## config.mk

```make
export PLATFORM = sky130hd
export DESIGN_NAME = sql_token_lexer_core
export DESIGN_NICKNAME = d
export VERILOG_FILES = /design/src/rtl/stl_pkg.sv /design/src/rtl/stl_scan.sv /design/src/rtl/stl_out.sv /design/src/rtl/sql_token_lexer_core.sv
export SDC_FILE = /design/constraint.sdc
export NUM_CORES = 2
export LEC_CHECK = 0
export BUFFER_PORTS_ARGS = -buffer_cell sky130_fd_sc_hd__buf_2
export CAP_MARGIN = 20
export CELL_PAD_IN_SITES_DETAIL_PLACEMENT = 1
export CELL_PAD_IN_SITES_GLOBAL_PLACEMENT = 2
export CORE_ASPECT_RATIO = 1.2
export CORE_MARGIN = 2
export CORE_UTILIZATION = 42
export CTS_CLUSTER_SIZE = 14
export DETAILED_ROUTE_END_ITERATION = 12
export HOLD_SLACK_MARGIN = 0.1
export PLACE_DENSITY_LB_ADDON = 0.1
export SLEW_MARGIN = 20
export SYNTH_ARGS = -nofsm -noshare
export SYNTH_HDL_FRONTEND = slang
export SYNTH_SLANG_ARGS = --single-unit
```

## constraint.sdc

```tcl
create_clock -name clk -period 31.6 [get_ports clk]
set_input_delay 4.74 -clock clk [delete_from_list [all_inputs] [get_ports clk]]
set_output_delay 4.74 -clock clk [all_outputs]
set_load 0.02 [all_outputs]
```

## src/rtl/stl_pkg.sv

```systemverilog
package stl_pkg;

  localparam int NWORDS = 33;
  localparam int MAX_KW_LEN = 10;
  localparam int LEN_W = 4;
  localparam logic [16:0] MAX_SRC = 17'd65536;
  localparam logic [16:0] POS_MAX = 17'd65536;

  localparam logic [5:0] K_SEMI = 6'd0;
  localparam logic [5:0] K_COMMA = 6'd1;
  localparam logic [5:0] K_LPAREN = 6'd2;
  localparam logic [5:0] K_RPAREN = 6'd3;
  localparam logic [5:0] K_STAR = 6'd4;
  localparam logic [5:0] K_EQ = 6'd5;
  localparam logic [5:0] K_LESS = 6'd6;
  localparam logic [5:0] K_LESSEQ = 6'd7;
  localparam logic [5:0] K_GREATER = 6'd8;
  localparam logic [5:0] K_GREATEREQ = 6'd9;
  localparam logic [5:0] K_NOTEQ = 6'd10;
  localparam logic [5:0] K_BOOL = 6'd41;
  localparam logic [5:0] K_NULL = 6'd42;
  localparam logic [5:0] K_IDENT = 6'd46;
  localparam logic [5:0] K_INT = 6'd43;
  localparam logic [5:0] K_DOUBLE = 6'd44;
  localparam logic [5:0] K_STRING = 6'd45;
  localparam logic [5:0] K_END = 6'd47;

  localparam logic [2:0] E_NONE = 3'd0;
  localparam logic [2:0] E_BANG = 3'd1;
  localparam logic [2:0] E_UNEXP = 3'd2;
  localparam logic [2:0] E_DOUBLE = 3'd3;
  localparam logic [2:0] E_STRING = 3'd4;

  typedef enum logic [3:0] {
    M_IDLE, M_LT, M_GT, M_BANG, M_IDENT, M_INT, M_DOT, M_FRAC, M_STR
  } mode_t;

  typedef struct packed {
    logic [7:0] char_code;
    logic       has_char;
    logic       end_of_source;
  } in_item_t;

  typedef struct packed {
    logic [5:0]  token_kind;
    logic [16:0] start_line;
    logic [16:0] start_column;
    logic [15:0] start_offset;
    logic [15:0] text_length;
    logic [2:0]  error_code;
    logic        last_of_run;
  } out_item_t;

  // up to three results from one request
  typedef struct packed {
    logic [1:0] count;
    out_item_t  r0;
    out_item_t  r1;
    out_item_t  r2;
  } burst_t;

  // reserved word character at position p, upper case, 0 past the end
  function automatic logic [7:0] word_char(input logic [5:0] k, input logic [3:0] p);
    logic [79:0] s;
    case (k)
      6'd0: s = {"CREATE", 32'h0};
      6'd1: s = {"TABLE", 40'h0};
      6'd2: s = {"PRIMARY", 24'h0};
      6'd3: s = {"KEY", 56'h0};
      6'd4: s = {"UNIQUE", 32'h0};
      6'd5: s = {"DROP", 48'h0};
      6'd6: s = {"INDEX", 40'h0};
      6'd7: s = {"ON", 64'h0};
      6'd8: s = {"INSERT", 32'h0};
      6'd9: s = {"INTO", 48'h0};
      6'd10: s = {"VALUES", 32'h0};
      6'd11: s = {"SELECT", 32'h0};
      6'd12: s = {"FROM", 48'h0};
      6'd13: s = {"WHERE", 40'h0};
      6'd14: s = {"UPDATE", 32'h0};
      6'd15: s = {"SET", 56'h0};
      6'd16: s = {"DELETE", 32'h0};
      6'd17: s = {"BEGIN", 40'h0};
      6'd18: s = {"COMMIT", 32'h0};
      6'd19: s = {"ROLLBACK", 16'h0};
      6'd20: s = "CHECKPOINT";
      6'd21: s = {"INT8", 48'h0};
      6'd22: s = {"INT16", 40'h0};
      6'd23: s = {"INT32", 40'h0};
      6'd24: s = {"INT64", 40'h0};
      6'd25: s = {"DOUBLE", 32'h0};
      6'd26: s = {"STRING", 32'h0};
      6'd27: s = {"BOOL", 48'h0};
      6'd28: s = {"IS", 64'h0};
      6'd29: s = {"NOT", 56'h0};
      6'd30: s = {"TRUE", 48'h0};
      6'd31: s = {"FALSE", 40'h0};
      6'd32: s = {"NULL", 48'h0};
      default: s = 80'h0;
    endcase
    if (p > 4'd9) word_char = 8'h0;
    else word_char = s[79 - 8*p -: 8];
  endfunction

  function automatic logic [3:0] word_len(input logic [5:0] k);
    case (k)
      6'd7, 6'd28: word_len = 4'd2;
      6'd3, 6'd15, 6'd29: word_len = 4'd3;
      6'd5, 6'd9, 6'd12, 6'd21, 6'd27, 6'd30, 6'd32: word_len = 4'd4;
      6'd1, 6'd6, 6'd13, 6'd17, 6'd22, 6'd23, 6'd24, 6'd31: word_len = 4'd5;
      6'd2: word_len = 4'd7;
      6'd19: word_len = 4'd8;
      6'd20: word_len = 4'd10;
      default: word_len = 4'd6;
    endcase
  endfunction

  function automatic logic [5:0] word_kind(input logic [5:0] k);
    if (k == 6'd32) word_kind = K_NULL;
    else if (k == 6'd31) word_kind = K_BOOL;
    else word_kind = k + 6'd11;
  endfunction

endpackage

```

## src/rtl/stl_scan.sv

```systemverilog
// Lexer state and the per-byte decision; produces a burst of results
module stl_scan (
  input  logic              clk,
  input  logic              rst,
  input  logic              step,
  input  stl_pkg::in_item_t item,
  output stl_pkg::burst_t   burst
);

  stl_pkg::mode_t mode, mode_next;
  logic [16:0] tok_off, tok_off_next;
  logic [16:0] tok_line, tok_line_next, tok_col, tok_col_next;
  logic [16:0] cur_off, cur_off_next, cur_line, cur_line_next, cur_col, cur_col_next;
  logic [stl_pkg::NWORDS-1:0] cand, cand_next;
  logic [stl_pkg::LEN_W-1:0] ilen, ilen_next;
  logic halted, halted_next;

  always_ff @(posedge clk) begin
    if (rst) begin
      mode <= stl_pkg::M_IDLE;
      tok_off <= '0; tok_line <= 17'd1; tok_col <= 17'd1;
      cur_off <= '0; cur_line <= 17'd1; cur_col <= 17'd1;
      cand <= '1; ilen <= '0; halted <= 1'b0;
    end else if (step) begin
      mode <= mode_next;
      tok_off <= tok_off_next; tok_line <= tok_line_next; tok_col <= tok_col_next;
      cur_off <= cur_off_next; cur_line <= cur_line_next; cur_col <= cur_col_next;
      cand <= cand_next; ilen <= ilen_next; halted <= halted_next;
    end
  end

  function automatic logic [15:0] sat16(input logic [16:0] v);
    sat16 = v[16] ? 16'hFFFF : v[15:0];
  endfunction

  always_comb begin
    logic [7:0] c, up;
    logic dig, let_c, wch, ok, to_idle;
    logic [16:0] off_a, line_a, col_a, d, len_s;
    logic [5:0] wkind;
    logic [1:0] n;
    stl_pkg::out_item_t r [3];
    stl_pkg::out_item_t t;

    c = item.char_code;
    up = (c >= "a" && c <= "z") ? c - 8'd32 : c;
    dig = c >= "0" && c <= "9";
    let_c = (c >= "a" && c <= "z") || (c >= "A" && c <= "Z");
    wch = let_c || dig || c == "_";

    mode_next = mode;
    tok_off_next = tok_off; tok_line_next = tok_line; tok_col_next = tok_col;
    cur_off_next = cur_off; cur_line_next = cur_line; cur_col_next = cur_col;
    cand_next = cand; ilen_next = ilen; halted_next = halted;
    n = 2'd0; ok = 1'b1; to_idle = 1'b0;
    len_s = '0;
    for (int i = 0; i < 3; i++) r[i] = '0;
    t = '0;

    // cursor after this byte
    off_a = (cur_off < stl_pkg::MAX_SRC) ? cur_off + 17'd1 : cur_off;
    if (c == 8'h0A) begin
      line_a = (cur_line < stl_pkg::POS_MAX) ? cur_line + 17'd1 : cur_line;
      col_a = 17'd1;
    end else begin
      line_a = cur_line;
      col_a = (cur_col < stl_pkg::POS_MAX) ? cur_col + 17'd1 : cur_col;
    end

    // keyword match on the current candidate set
    wkind = stl_pkg::K_IDENT;
    for (int k = 0; k < stl_pkg::NWORDS; k++)
      if (cand[k] && stl_pkg::word_len(6'(k)) == ilen) wkind = stl_pkg::word_kind(6'(k));

    d = cur_off - tok_off;
    t.start_line = tok_line; t.start_column = tok_col; t.start_offset = sat16(tok_off);
    t.text_length = sat16(d);

    if (!halted && item.has_char) begin
      case (mode)
        stl_pkg::M_LT, stl_pkg::M_GT: begin
          mode_next = stl_pkg::M_IDLE;
          if (c == "=") begin
            t.text_length = sat16(off_a - tok_off);
            t.token_kind = (mode == stl_pkg::M_LT) ? stl_pkg::K_LESSEQ : stl_pkg::K_GREATEREQ;
            r[0] = t; n = 2'd1;
            cur_off_next = off_a; cur_line_next = line_a; cur_col_next = col_a;
          end else begin
            t.token_kind = (mode == stl_pkg::M_LT) ? stl_pkg::K_LESS : stl_pkg::K_GREATER;
            r[0] = t; n = 2'd1; to_idle = 1'b1;
          end
        end
        stl_pkg::M_BANG: begin
          if (c != "=") begin
            t.token_kind = stl_pkg::K_END; t.text_length = '0; t.error_code = stl_pkg::E_BANG;
            r[0] = t; n = 2'd1; ok = 1'b0;
          end else begin
            t.text_length = sat16(off_a - tok_off);
            t.token_kind = stl_pkg::K_NOTEQ; r[0] = t; n = 2'd1;
            mode_next = stl_pkg::M_IDLE;
            cur_off_next = off_a; cur_line_next = line_a; cur_col_next = col_a;
          end
        end
        stl_pkg::M_IDENT: begin
          if (wch) begin
            cur_off_next = off_a; cur_line_next = line_a; cur_col_next = col_a;
            for (int k = 0; k < stl_pkg::NWORDS; k++)
              if (ilen >= stl_pkg::word_len(6'(k)) ||
                  stl_pkg::word_char(6'(k), ilen) != up) cand_next[k] = 1'b0;
            if (ilen <= 4'(stl_pkg::MAX_KW_LEN)) ilen_next = ilen + 4'd1;
          end else begin
            t.token_kind = wkind; r[0] = t; n = 2'd1; to_idle = 1'b1;
          end
        end
        stl_pkg::M_INT: begin
          if (dig) begin
            cur_off_next = off_a; cur_line_next = line_a; cur_col_next = col_a;
          end else if (c == ".") begin
            cur_off_next = off_a; cur_line_next = line_a; cur_col_next = col_a;
            mode_next = stl_pkg::M_DOT;
          end else begin
            t.token_kind = stl_pkg::K_INT; r[0] = t; n = 2'd1; to_idle = 1'b1;
          end
        end
        stl_pkg::M_DOT: begin
          if (!dig) begin
            t.token_kind = stl_pkg::K_END; t.text_length = '0; t.error_code = stl_pkg::E_DOUBLE;
            r[0] = t; n = 2'd1; ok = 1'b0;
          end else begin
            cur_off_next = off_a; cur_line_next = line_a; cur_col_next = col_a;
            mode_next = stl_pkg::M_FRAC;
          end
        end
        stl_pkg::M_FRAC: begin
          if (dig) begin
            cur_off_next = off_a; cur_line_next = line_a; cur_col_next = col_a;
          end else begin
            t.token_kind = stl_pkg::K_DOUBLE; r[0] = t; n = 2'd1; to_idle = 1'b1;
          end
        end
        stl_pkg::M_STR: begin
          cur_off_next = off_a; cur_line_next = line_a; cur_col_next = col_a;
          if (c == 8'h27) begin
            len_s = off_a - tok_off;
            t.token_kind = stl_pkg::K_STRING;
            t.start_offset = sat16(tok_off + 17'd1);
            t.text_length = sat16((len_s >= 17'd2) ? len_s - 17'd2 : 17'd0);
            r[0] = t; n = 2'd1; mode_next = stl_pkg::M_IDLE;
          end
        end
        default: to_idle = 1'b1;
      endcase

      // byte seen with no token in progress, or after the token it ends
      if (to_idle) begin
        mode_next = stl_pkg::M_IDLE;
        tok_off_next = cur_off; tok_line_next = cur_line; tok_col_next = cur_col;
        cur_off_next = off_a; cur_line_next = line_a; cur_col_next = col_a;
        t.start_line = cur_line; t.start_column = cur_col; t.start_offset = sat16(cur_off);
        // one byte long unless the cursor has stopped at the source limit
        t.text_length = sat16(off_a - cur_off); t.error_code = stl_pkg::E_NONE;
        if (c == ";" || c == "," || c == "(" || c == ")" || c == "*" || c == "=") begin
          case (c)
            ";": t.token_kind = stl_pkg::K_SEMI;
            ",": t.token_kind = stl_pkg::K_COMMA;
            "(": t.token_kind = stl_pkg::K_LPAREN;
            ")": t.token_kind = stl_pkg::K_RPAREN;
            "*": t.token_kind = stl_pkg::K_STAR;
            default: t.token_kind = stl_pkg::K_EQ;
          endcase
          r[n] = t; n = n + 2'd1;
        end else if (c == " " || c == 8'h0D || c == 8'h09 || c == 8'h0A) begin
        end else if (c == "<") mode_next = stl_pkg::M_LT;
        else if (c == ">") mode_next = stl_pkg::M_GT;
        else if (c == "!") mode_next = stl_pkg::M_BANG;
        else if (c == 8'h27) mode_next = stl_pkg::M_STR;
        else if (dig) mode_next = stl_pkg::M_INT;
        else if (wch) begin
          mode_next = stl_pkg::M_IDENT;
          for (int k = 0; k < stl_pkg::NWORDS; k++)
            cand_next[k] = stl_pkg::word_char(6'(k), 4'd0) == up;
          ilen_next = 4'd1;
        end else begin
          t.token_kind = stl_pkg::K_END; t.text_length = '0; t.error_code = stl_pkg::E_UNEXP;
          r[n] = t; n = n + 2'd1; ok = 1'b0;
        end
      end
      if (!ok) begin
        halted_next = 1'b1; mode_next = stl_pkg::M_IDLE;
      end
    end

    // end of source: pending token then end token, or its error if open
    if (!halted && ok && item.end_of_source) begin
      t = '0;
      t.start_line = tok_line_next; t.start_column = tok_col_next;
      t.start_offset = sat16(tok_off_next);
      t.text_length = sat16(cur_off_next - tok_off_next);
      case (mode_next)
        stl_pkg::M_LT: begin t.token_kind = stl_pkg::K_LESS; r[n] = t; n = n + 2'd1; end
        stl_pkg::M_GT: begin t.token_kind = stl_pkg::K_GREATER; r[n] = t; n = n + 2'd1; end
        stl_pkg::M_INT: begin t.token_kind = stl_pkg::K_INT; r[n] = t; n = n + 2'd1; end
        stl_pkg::M_FRAC: begin t.token_kind = stl_pkg::K_DOUBLE; r[n] = t; n = n + 2'd1; end
        stl_pkg::M_IDENT: begin
          t.token_kind = stl_pkg::K_IDENT;
          for (int k = 0; k < stl_pkg::NWORDS; k++)
            if (cand_next[k] && stl_pkg::word_len(6'(k)) == ilen_next)
              t.token_kind = stl_pkg::word_kind(6'(k));
          r[n] = t; n = n + 2'd1;
        end
        stl_pkg::M_BANG, stl_pkg::M_DOT, stl_pkg::M_STR: begin
          t.token_kind = stl_pkg::K_END; t.text_length = '0;
          t.error_code = (mode_next == stl_pkg::M_BANG) ? stl_pkg::E_BANG :
                         (mode_next == stl_pkg::M_DOT) ? stl_pkg::E_DOUBLE : stl_pkg::E_STRING;
          r[n] = t; n = n + 2'd1; ok = 1'b0;
          halted_next = 1'b1; mode_next = stl_pkg::M_IDLE;
        end
        default: ;
      endcase
      if (ok) begin
        t = '0;
        t.token_kind = stl_pkg::K_END;
        t.start_line = cur_line_next; t.start_column = cur_col_next;
        t.start_offset = sat16(cur_off_next);
        r[n] = t; n = n + 2'd1;
        mode_next = stl_pkg::M_IDLE;
        tok_off_next = '0; tok_line_next = 17'd1; tok_col_next = 17'd1;
        cur_off_next = '0; cur_line_next = 17'd1; cur_col_next = 17'd1;
        cand_next = '1; ilen_next = '0;
      end
    end

    case (n)
      2'd1: r[0].last_of_run = 1'b1;
      2'd2: r[1].last_of_run = 1'b1;
      2'd3: r[2].last_of_run = 1'b1;
      default: ;
    endcase
    burst.count = n; burst.r0 = r[0]; burst.r1 = r[1]; burst.r2 = r[2];
  end

endmodule

```

## src/rtl/stl_out.sv

```systemverilog
// Holds a result burst and hands it out one result at a time
module stl_out (
  input  logic                clk,
  input  logic                rst,
  input  logic                load,
  input  stl_pkg::burst_t     burst,
  output logic                empty_next,
  output logic                valid,
  input  logic                stall,
  output stl_pkg::out_item_t  item
);

  logic [1:0] count;
  stl_pkg::out_item_t q [3];
  logic take;

  assign take = valid && !stall;
  assign valid = count != 2'd0;
  assign item = q[0];
  // free once the last held result goes this cycle
  assign empty_next = (count == 2'd0) || (count == 2'd1 && take);

  always_ff @(posedge clk) begin
    if (rst) count <= '0;
    else if (load) count <= burst.count;
    else if (take) count <= count - 2'd1;
  end

  always_ff @(posedge clk) begin
    if (load) begin
      q[0] <= burst.r0; q[1] <= burst.r1; q[2] <= burst.r2;
    end else if (take) begin
      q[0] <= q[1]; q[1] <= q[2];
    end
  end

endmodule

```

## src/rtl/sql_token_lexer_core.sv

```systemverilog
// Channel | Direction | Payload              | Handshake
// in      | input     | stl_pkg::in_item_t   | in_valid / in_stall
// out     | output    | stl_pkg::out_item_t  | out_valid / out_stall
// A byte request is taken in the cycle it arrives when the output queue is
// empty or drains its last result that cycle; its results appear the next cycle.
// One result leaves per cycle while out_stall is low, so a request with k
// results (up to 3) keeps in_stall high until the last of them is leaving.
// Rate is one byte per cycle for bytes with at most one result, out_stall low.
// Reset (rst, synchronous) returns cursor to line 1, column 1, offset 0,
// the scanner to idle, and clears the halt.
// out_stall holds the current result and backs up into in_stall in the same cycle.
module sql_token_lexer_core (
  input  logic               clk,
  input  logic               rst,
  input  logic               in_valid,
  output logic               in_stall,
  input  stl_pkg::in_item_t  in_item,
  output logic               out_valid,
  input  logic               out_stall,
  output stl_pkg::out_item_t out_item
);

  stl_pkg::burst_t burst;
  logic empty_next, step;

  assign in_stall = !empty_next;
  assign step = in_valid && empty_next;

  stl_scan u_scan (
    .clk(clk), .rst(rst), .step(step), .item(in_item), .burst(burst)
  );

  stl_out u_out (
    .clk(clk), .rst(rst), .load(step), .burst(burst), .empty_next(empty_next),
    .valid(out_valid), .stall(out_stall), .item(out_item)
  );

endmodule

```

* Word-level counts from Yosys, hierarchy flattened
Memory sizes are Yosys's and may differ from the RTL's.
Index checks and enable logic that the tools add are counted.
** Word-level totals
- Memories :: 1
- RAM bits :: 228
- Bits in registers :: 146
- Input bits :: 14
** Cells by class
- Multiplexer cells :: 740
- Eq/ne operators :: 101
- Shift operators :: 33
- Add/subtract/negate cells :: 16
- Reduce and logical (&&, ||, !) cells :: 135
- Magnitude comparators :: 26
- Bitwise operators :: 5
** Memory list
- u_out.q :: words 3, width 76, read ports 3, clocked after memory_dff 0, write ports 3, RTL line stl_out.sv:14 : stl_pkg::out_item_t q [3];
** Operator list (count)
- 80-bit 2-to-1 mux :: 99
- 228-bit 2-to-1 mux :: 13
- 87-bit by 33-bit indexed part select with 8-bit output :: 33
- 8-bit 2-to-1 mux :: 283
- 228-bit bitwise mux :: 9
- 228-bit case mux with 6 select lines :: 1
- 76-bit 2-to-1 mux :: 14
- 17-bit 2-to-1 mux :: 48
- 76-bit case mux with 7 select lines :: 1
- 33-bit 2-to-1 mux :: 14
- 76-bit demux with 2-bit select :: 3
- 6-bit 2-to-1 mux :: 71
- 17-bit case mux with 6 select lines :: 3
- 4-bit 2-to-1 mux :: 75
- 8-bit != test :: 33
- 16-bit 2-to-1 mux :: 10
- 8-bit == test :: 15
- 8-bit by 6-bit == test with 1-bit output, second input constant :: 12
- 1-bit logical AND :: 78
- 1-bit 2-to-1 mux :: 70
- 17-bit by 1-bit adder with 17-bit output, second input constant :: 4
- 17-bit subtractor :: 4
- 17-bit less-than comparator, second input constant :: 3
- 1-bit logical OR :: 45
- other kinds (44) :: 115

* Depth between registers and ports, before layout
- Depth in word-level cells :: 72
- Gate-level depth with buffers :: 28
- Mapped depth without buffers :: 24

* Hierarchy
Synthesis repeated with hierarchy kept, for this count alone.
** Unflattened totals
- Cells, all modules :: 4087
- Area total of the unflattened synthesis :: 32686.3 um^2
** By module, submodules not included
- stl_scan :: sequential area each 2882.8 um^2, instances 1, cells each 3593, area an instance 23259.8 um^2
- stl_out :: sequential area each 6886.6 um^2, instances 1, cells each 492, area an instance 9416.5 um^2
- sql_token_lexer_core :: sequential area each 0.0 um^2, instances 1, cells each 2, area an instance 10.0 um^2

* Least setup slack after synthesis
Ideal clock, no wire load.
- Path kind :: in2reg
- Start point :: input port out_stall
- End point :: memory u_out.q[0][0] in the netlist's numbering, enable pin
- Slack :: 15.390 ns
- Library setup time :: 0.873 ns
- Stages :: 1
- Data arrival time :: 15.337 ns
- Path buffers :: 0
- Path through :: o21ai_0
** RTL lines
- start, declared :: RTL line sql_token_lexer_core.sv:19 : input logic out_stall,
- end, declared :: RTL line stl_out.sv:14

==> impl_summary.txt <==
----------------------------------------------------
[Global routing]
  Total gr overflow ... 0
  Global-route wire length before repair ... 229000 µm
  Largest net degree at the start of global routing ... 84
  Overall track demand over capacity in global routing ... 0.379
  Vias in the first global route ... ~35000
  Initial antenna violation count ... 1

[Route]
  Final routed wire length divided by cell count ... between 30 and 40 µm
  Wire length on met2 ... about 72000 µm
  Number of antenna-violating nets in the routed design ... 0
  Final routed DRC violation total ... 0
  Via-per-instance ratio ... roughly 6.9
  Topmost layer with routed signal wires ... met5
  Overall via count from detail_route ... ~34000
  Routed length on met1 ... just over 60000 µm
  Detailed Route Iter0 Violations ... about 3400
  Routed met3 length ... slightly above 9000 µm
  Number of iterations in the first detailed-routing pass ... 5
  Routed wire length ... between 150000 and 200000 µm

[Synthesis]
  Summed instance area of the synthesized netlist ... about 32000 µm²
  Syn. warnings ... 0
  Number of enable flip-flop cells after synthesis ... approximately 230
  Top FF cell, synth ... sky130_fd_sc_hd__edfxtp_1
  Syn avg cell area ... roughly 7.8 µm²
  #FFs+latches synth ... between 300 and 400
  Unique cell type count in the Yosys netlist ... 110
  Cell count after synthesis ... 4125
  Part of the Yosys area used for sequential elements ... 0.304
  FFs w/ async S/R, synth ... 0
  Post-Syn Nets ... about 4200

[Clock network]
  Setup fix buffers added after clock tree synthesis ... 0
  Total of hold buffers inserted after clock tree synthesis ... 0
  Maximum buffer depth of the clock tree ... 3
  CTS buffer count ... 46
  H-tree Lvls ... 2
  Clock latency reported for the late side of the worst-skew pair ... between 0.6 and 0.7 ns
  Buffer cell driving the clock tree root ... sky130_fd_sc_hd__clkbuf_16
  # resized after CTS ... 0
  Sinks on the clock net ... roughly 370
  Clock-pin transition on the worst setup and hold timing paths ... approximately 0.060 ns
  CTS tree ... done

[Timing]
  RSZ-0062 raised after global routing ... false
  Setup skew after layout ... roughly 0.035 ns
  Fmax achieved ... about 80 MHz
  Final period demand of the worst path ... between 10 and 15 ns
  Final number of max-transition violations ... 0
  Final setup fails ... 0
  Portion of the clock cycle consumed by the worst path in the final layout ... 0.394
  Final hold violation count ... 0
  Transition time at the pin with the least slew margin ... between 1 and 1.5 ns
  Remaining max-slew budget at the tightest pin ... 0.166
  Worst hold slack ... approximately 0.52 ns
  Setup tns final ... 0 ns

[Die]
  Die extent in y ... between 300 and 400 µm
  Rows ... around 110
  Die Outline Area ... 78900 µm²
  Die width ... around 260 µm
  Total core area ... around 76000 µm²
  Count of pins on the block boundary ... 92
  Starting utilization of the core area ... 0.423

[Power]
  Sw frac ... 0.414
  Fraction of power consumed by sequential logic ... 0.359
  Reported leakage power ... between 10 and 15 nW
  Power, Total ... ~1.9 mW
  Power dissipated by switching net loads ... between 0.8 and 0.9 mW
  Maximum vdd ir drop ... roughly 0.046 mV
  Power per standard cell area ... around 57 nW/µm²
  Cell internal power dissipation ... roughly 1.1 mW
  Relative contribution of the clock network to total power ... 0.285
  Combinational share of power ... 0.356

[Setup path]
  Critical Path AT ... 12.83 ns
  Setup Crit Path Kind ... input pin to flip-flop
  Maximum net fanout on the critical path ... 42
  Kind of launch point of the worst setup path ... input pin
  Worst setup EP type ... flip-flop
  Required time of the worst setup path ... about 32 ns

[Layout]
  Filler cell count ... ~9400
  Fraction of layout cells with a size suffix above 1 ... 0.0899
  Leading cell type in the layout, fill and taps excluded ... sky130_fd_sc_hd__nor2_1
  Final net count ... between 4000 and 5000
  Combined area of the multi-input logic cells ... around 20000 µm²
  Commonest cells after routing, fill and taps aside ... sky130_fd_sc_hd__nor2_1 (447), sky130_fd_sc_hd__a21oi_1 (346), sky130_fd_sc_hd__o21ai_0 (317)
  Layout overhead on the synthesized area ... 6.50%
  Area taken by flip-flops and latches ... between 9000 and 10000 µm²

[Placed design]
  Number of port buffers ... ~90
  RD Place Congestion ... 1.01
  Detailed placer's ending HPWL ... about 110000 µm

[Status]
  Status ... finished, final reports clean

[Run]
  Max_cap viols ... 0

[Min path]
  Min-Delay Path Class ... flip-flop to flip-flop

----------------------------------------------------
-- cells in the mapped netlist (33+ instances only) --
master,count,share of area
sky130_fd_sc_hd__a211oi_1,44,0.010
sky130_fd_sc_hd__a21o_1,48,0.011
sky130_fd_sc_hd__a21oi_1,346,0.054
sky130_fd_sc_hd__a221oi_1,48,0.013
sky130_fd_sc_hd__a22o_1,100,0.027
sky130_fd_sc_hd__a31oi_1,62,0.012
sky130_fd_sc_hd__and3_1,35,0.0068
sky130_fd_sc_hd__buf_1,33,0.0038
sky130_fd_sc_hd__buf_2,49,0.0076
sky130_fd_sc_hd__buf_4,80,0.019
sky130_fd_sc_hd__clkbuf_1,247,0.029
sky130_fd_sc_hd__dfxtp_1,146,0.091
sky130_fd_sc_hd__edfxtp_1,228,0.21
sky130_fd_sc_hd__ha_1,89,0.035
sky130_fd_sc_hd__inv_1,94,0.011
sky130_fd_sc_hd__mux2i_1,62,0.019
sky130_fd_sc_hd__nand2_1,316,0.037
sky130_fd_sc_hd__nand2b_1,48,0.0093
sky130_fd_sc_hd__nand3_1,150,0.023
sky130_fd_sc_hd__nand4_1,39,0.0076
sky130_fd_sc_hd__nor2_1,450,0.052
sky130_fd_sc_hd__nor3_1,173,0.027
sky130_fd_sc_hd__nor4_1,35,0.0068
sky130_fd_sc_hd__o21a_1,39,0.0091
sky130_fd_sc_hd__o21ai_0,318,0.049
sky130_fd_sc_hd__o22ai_1,110,0.021
sky130_fd_sc_hd__xnor2_1,161,0.044
-- worst max-delay path, cell delays in order --
cell	delay, ns
sky130_fd_sc_hd__buf_2	0.70
sky130_fd_sc_hd__nor2_1	0.33
sky130_fd_sc_hd__o21ai_1	0.49
sky130_fd_sc_hd__a21oi_1	0.34
sky130_fd_sc_hd__o31a_1	0.40
sky130_fd_sc_hd__nor2_1	0.86
sky130_fd_sc_hd__a21o_2	0.70
sky130_fd_sc_hd__nor2_1	0.11
sky130_fd_sc_hd__a21oi_1	0.30
sky130_fd_sc_hd__ha_1	0.28
sky130_fd_sc_hd__fa_1	0.23
sky130_fd_sc_hd__nor2b_1	0.07
sky130_fd_sc_hd__o21ai_0	0.21
sky130_fd_sc_hd__a21boi_0	0.21
sky130_fd_sc_hd__o41ai_1	0.55
sky130_fd_sc_hd__o211ai_1	0.26
sky130_fd_sc_hd__a41o_1	0.31
sky130_fd_sc_hd__a31oi_1	0.19
sky130_fd_sc_hd__xnor3_1	0.67
sky130_fd_sc_hd__a21oi_1	0.46
sky130_fd_sc_hd__o21ai_0	0.17
sky130_fd_sc_hd__o22a_1	0.20
-- state kept, by name (all words and copies together), names as in the netlist --
register         cells
u_scan.cur_off      17
u_out.q            228
u_scan.halted        1
u_scan.cur_col      17
u_scan.ilen          4
u_scan.tok_col      17
u_scan.cand         33
u_out.count          2
u_scan.mode          4
u_scan.tok_off      17
u_scan.cur_line     17
u_scan.tok_line     17
-- worst paths after layout --
kind              startpoint              to  slack [ns]  depth (start not counted)
min          u_out.q[0][107]  u_out.q[0][31]        0.52                          1
max reg2reg   u_scan.mode[1]  u_out.q[0][16]       24.04                         21
max               in_item[3]  u_out.q[0][16]       19.14                         22
min reg2reg  u_out.q[0][107]  u_out.q[0][31]        0.52                          1
-- kinds of logic after synthesis --
family / Yosys count / share of synthesized area
compound gates: 1443 / 0.297
simple gates: 1442 / 0.216
buf+inv: 515 / 0.0729
xor+xnor: 191 / 0.0526
flops: 374 / 0.304
fa+ha+maj: 93 / 0.0371
mux: 67 / 0.0210
-- per-stage QoR --
| stage | setup slack [ns] | instances | util | area, µm² |
|---|---|---|---|---|
| after floorplan | 15.39 | 4125 | - | 32200 |
| after global placement | 19.08 | 4903 | 0.430 | 32700 |
| after detailed placement | 18.68 | 4903 | 0.430 | 32800 |
| after CTS | 19.25 | 4989 | 0.450 | 34300 |
| after global routing | 18.70 | 4989 | 0.450 | 34300 |
| final | 19.14 | 4990 | 0.450 | 34300 |
-- layer usage --
metal | vias up | track usage
li1 | 15000 | -
met1 | 17400 | 0.465
met2 | 1584 | 0.631
met3 | 507 | 0.0390
met4 | 2 | 0.253
met5 | - | 0
-- cell type report --
cell class,instances,area share
Antenna cell,1,0.0000730
Clock buffer,65,0.0369
Clock inverter,21,0.00730
Inverter,99,0.0110
Multi-Input combinational cell,3236,0.590
Sequential cell,374,0.285
Tap cell,1017,0.0371
Timing Repair Buffer,177,0.0322
-- power by group through the flow --
stage / registers, mW / logic [mW] / clock network (mW)
floorplan: 0.707 / 0.483 / 0
global placement: 0.704 / 0.664 / 0
detailed placement: 0.707 / 0.679 / 0
CTS: 0.698 / 0.682 / 0.561
global route: 0.706 / 0.734 / 0.575
finish: 0.699 / 0.694 / 0.556
No activity file was read; power rests on OpenSTA's default activity.
